File: src/sv/depq_pkg.sv
`default_nettype none

package depq_pkg;

    // Store geometry
    localparam int CAPACITY = 64;
    localparam int IDX_W    = (CAPACITY > 1) ? $clog2(CAPACITY) : 1;
    localparam int CNT_W    = $clog2(CAPACITY + 1);

    localparam int KEY_W  = 31;
    localparam int PRIO_W = 32;

    // Request kinds
    localparam logic [1:0] FUNC_INSERT  = 2'd0;
    localparam logic [1:0] FUNC_POP_MAX = 2'd1;
    localparam logic [1:0] FUNC_POP_MIN = 2'd2;

    // Result status codes
    localparam logic [1:0] STATUS_OK    = 2'd0;
    localparam logic [1:0] STATUS_EMPTY = 2'd1;
    localparam logic [1:0] STATUS_FULL  = 2'd2;

    // One stored entry
    typedef struct packed {
        logic signed [PRIO_W-1:0] prio;
        logic [KEY_W-1:0]         key;
    } entry_t;

    // What every cell does in a cycle
    typedef enum logic [1:0] {
        CELL_HOLD,
        CELL_INSERT,
        CELL_SHIFT_DOWN
    } cell_op_t;

    // Broadcast from the controller to every cell
    typedef struct packed {
        cell_op_t         op;
        entry_t           new_entry;
        logic [CNT_W-1:0] count;
    } cell_ctrl_t;

endpackage

`default_nettype wire

File: src/sv/depq_cell.sv
`default_nettype none

module depq_cell
(
    input  wire logic                        clk,
    input  wire logic [depq_pkg::IDX_W-1:0]  cell_idx,
    input  wire depq_pkg::cell_ctrl_t        ctrl,
    input  wire depq_pkg::entry_t            lower_entry,
    input  wire logic                        lower_gt,
    input  wire depq_pkg::entry_t            upper_entry,
    output depq_pkg::entry_t                 entry,
    output logic                             gt,
    output logic [depq_pkg::KEY_W-1:0]       top_key
);

    depq_pkg::entry_t entry_reg;
    depq_pkg::entry_t entry_next;

    logic                         occupied;
    logic                         is_tail;
    logic [depq_pkg::CNT_W-1:0]   idx_ext;

    // Decode this cell's place relative to the fill level
    always_comb
    begin
        idx_ext  = depq_pkg::CNT_W'(cell_idx);
        occupied = idx_ext < ctrl.count;
        is_tail  = idx_ext == ctrl.count;
        gt       = occupied && (entry_reg.prio > ctrl.new_entry.prio);
        top_key  = ((idx_ext + depq_pkg::CNT_W'(1)) == ctrl.count) ?
                   entry_reg.key : '0;
    end

    // Move up on insert above the slot, take the new word at the slot, shift down on pop-min
    always_comb
    begin
        entry_next = entry_reg;
        case (ctrl.op)
            depq_pkg::CELL_INSERT:
            begin
                if (lower_gt)
                begin
                    entry_next = lower_entry;
                end
                else if (gt || is_tail)
                begin
                    entry_next = ctrl.new_entry;
                end
            end
            depq_pkg::CELL_SHIFT_DOWN:
            begin
                entry_next = upper_entry;
            end
            default:
            begin
                entry_next = entry_reg;
            end
        endcase
    end

    always_ff @(posedge clk)
    begin
        entry_reg <= entry_next;
    end

    assign entry = entry_reg;

endmodule

`default_nettype wire
File: config.mk
export PLATFORM = sky130hd
export DESIGN_NAME = depq_cell
export DESIGN_NICKNAME = d
export VERILOG_FILES = /design/src/sv/depq_pkg.sv /design/src/sv/depq_cell.sv
export SDC_FILE = /design/constraint.sdc
export NUM_CORES = 1
export LEC_CHECK = 0
export CAP_MARGIN = 15
export CORE_AREA = 2 2 117 119
export CTS_CLUSTER_DIAMETER = 80
export DETAILED_ROUTE_END_ITERATION = 10
export DIE_AREA = 0 0 119 121
export DONT_BUFFER_PORTS = 1
export GPL_ROUTABILITY_DRIVEN = 0
export PLACE_DENSITY_LB_ADDON = 0.3
export SLEW_MARGIN = 30
export SYNTH_ARGS = -nofsm -noshare
export SYNTH_HDL_FRONTEND = slang
export SYNTH_SLANG_ARGS = --single-unit
export TNS_END_PERCENT = 100
File: constraint.sdc
create_clock -name clk -period 15.2 [get_ports clk]
set_clock_uncertainty 0.1 [all_clocks]
set_input_delay 2.28 -clock clk [delete_from_list [all_inputs] [get_ports clk]]
set_output_delay 2.28 -clock clk [all_outputs]
set_load 0.02 [all_outputs]
==> impl_metrics.tcl <==
set metrics [dict create \
    slew_headroom 0.445 \
    startpoint "ctrl[52]" \
    final_cell_mix "nand2_1, o21ai_0, mux2i_1, edfxtp_1, inv_1" \
    synth.distinct_cells 36 \
    antenna_found_initial 0 \
    die_h_um 121 \
    grt_use_total 0.156 \
    viasPerCell 5.40 \
    ys_ff_latch 63 \
    rows 42 \
    cts_tree "built" \
    grt_use_met2 0.249 \
    cts_sinks 63 \
    hold_viol_final 0 \
    final_antenna_net_count 0 \
    holdBufCountCts 0 \
    post-route-util 0.384 \
    overflow 0 \
    yosysWarnings 0 \
    maxCapViolCount 0 \
    postCtsSetupRepairBufs 0 \
    finalSetupTns_ps 0 \
    area_growth_pct 10.1 \
    p_leak_nw 2.15 \
    clk_latency_ps 330 \
    clockRootBuffer "clkbuf_16" \
    worstPathMaxFanout 3 \
    io_buffers 0 \
    rr_startpoint "entry[45]$_DFFE_PP_" \
    path_cells "inv_1 > ha_1 > a21oi_2 > nand2_1 > a221o_1 > o31ai_1 > o311a_2 > xnor2_1 > nor2_1" \
    grt-busiest-layer "met2" \
    core_area_mm2 0.0131 \
    syn-num-nets 722 \
    final_nets 711 \
    crit_path_end_kind "primary output" \
    drive_gt1_frac 0.0406 \
    drc_errors 0 \
    fin_ws_ps 8380 \
    ys_seq_area_frac 0.414 \
    die_w_um 119 \
    htreeDepth 3 \
    cp-start-kind "primary input" \
    syn_inst 475 \
    synth_area_per_cell_um2 9.61 \
    setup_viol 0 \
    fin_crit_sh 0.449 \
    path_class "in2out" \
    synth_async_sr_flop_share 0 \
    synth_edf_count 63 \
    routed_wl_mm 11.8 \
    place_ws_ps 8440 \
    cp.required_ps 12820 \
    worstRegToRegCells 9 \
    finalMaxSlewViolations 0 \
    grt_pass1_wl_mm 17.3 \
    synth_ff_type "edfxtp_1" \
    cp_slowest_cell "o31ai_1" \
    start_util 0.349 \
    arrival_ps 4440 \
    clock_path_buffers 2 \
    ir_worst_vdd_mv 0.0495 \
    syn-cell-area_mm2 0.00456 \
    grt_pass1_vias 3410 \
    status "finished, final reports clean" \
    tightest_slew_ps 833 \
    post-route-min-period_ps 6820 \
    io_pins 301 \
    first_pass_iters 4 \
    path_clk_slew_ps 50 \
    final_common_cell "nand2_1" \
    powerDensity_mw_per_mm2 116 \
    dieArea_mm2 0.0144 \
    numCtsBuffers 9 \
    grt_setup_unrepaired "false" \
    cp-endpoint "gt" \
    nFillCells 1300 \
    reg2reg_to "entry[0]$_DFFE_PP_" \
    grtUsageMet1 0.198 \
    routedWlPerCell_um 18.3 \
    route.vias.total 3476 \
    antennaDiodeCount 0 \
    first_iter_violations 186 \
    regToRegSetupSlack_ps 11410 \
    holdWs_ps 1220 \
    grt_use_met3 0.0526 \
    critical-path-max-stage-delay_ps 460 \
    max_freq_mhz 147 \
    dp_cells 629 \
    grt_max_degree 79 \
    dp_hpwl_mm 9.52 \
    min_path_type "reg2reg" \
    cts_resized 0 \
    largest_reg_flops 63 \
    fin_cells 644 \
]
## area by class of cell
type	count	area, µm²	share of cell area
Multi-Input combinational cell	345	2440	0.485
Tap cell	176	220	0.0438
Clock buffer	9	225	0.0448
Clock inverter	6	52.6	0.0105
Inverter	43	161	0.0321
Sequential cell	63	1890	0.376
Timing Repair Buffer	2	35.0	0.00697
## cell usage after synthesis, types with 3 or more instances
library cell	n	area share
a21oi_1	12	0.013
edfxtp_1	63	0.41
mux2i_1	63	0.14
clkbuf_2	3	0.0033
ha_1	41	0.11
nand3_1	5	0.0055
xor2_1	3	0.0058
and2_1	33	0.045
o21ai_0	68	0.075
nand2_1	72	0.059
a21o_1	5	0.0082
xnor2_1	5	0.0096
buf_2	6	0.0066
clkbuf_1	15	0.012
nor2_1	9	0.0074
nand4_1	6	0.0082
inv_1	43	0.035
## worst min-delay path by stage
stage          slack (ps)                  end  cells after the start                start
2_1_floorplan        2370  entry[61]$_DFFE_PP_                      2      upper_entry[61]
3_3_place_gp         1200  entry[60]$_DFFE_PP_                      4  entry[62]$_DFFE_PP_
3_5_place_dp         1220  entry[60]$_DFFE_PP_                      4  entry[62]$_DFFE_PP_
4_1_cts              1240  entry[60]$_DFFE_PP_                      4  entry[62]$_DFFE_PP_
5_1_grt              1330  entry[60]$_DFFE_PP_                      4  entry[62]$_DFFE_PP_
6_report             1220  entry[59]$_DFFE_PP_                      4  entry[62]$_DFFE_PP_
## report_power, final
group          internal, W  switching (W)
clock             0.000124      0.0000720
sequential        0.000236      0.0000583
combinational    0.0000395      0.0000559
total             0.000399       0.000186
## critical path, delay by kind of cell
family | cells | cell delay [ps]
AO/OA/AOI/OAI | 4 | 1290
XOR/XNOR | 1 | 70
adder cells (fa/ha/maj) | 1 | 330
buffers and inverters | 1 | 30
AND/OR/NAND/NOR | 2 | 430
## per-stage QoR
| stage | cell area, µm² | power [W] |
|---|---|---|
| 2_1_floorplan | 4560 | 0.000369 |
| 3_3_place_gp | 4720 | 0.000391 |
| 3_5_place_dp | 4750 | 0.000394 |
| 4_1_cts | 5030 | 0.000594 |
| 5_1_grt | 5030 | 0.000616 |
| 6_report | 5030 | 0.000585 |
## layer usage
metal | wire length [µm] | part of all wire | vias up
met4 | 119 | 0.010 | 0
met1 | 5100 | 0.43 | 1628
li1 | - | - | 1662
met5 | 0 | 0 | -
met2 | 5630 | 0.48 | 178
met3 | 948 | 0.080 | 8
## cells by family (layout without fill, tap and decap cells)
kind of cell             after synthesis  count (layout)  share of synthesized area
flip-flops                            63              63                      0.414
AO/OA/AOI/OAI                         99              99                      0.123
XOR/XNOR                               8               8                     0.0154
multiplexers                          63              63                      0.138
AND/OR/NAND/NOR                      134             134                      0.139
adder cells (fa/ha/maj)               41              41                      0.112
buffers and inverters                 67              60                     0.0576
No activity file was read; power rests on OpenSTA's default activity.
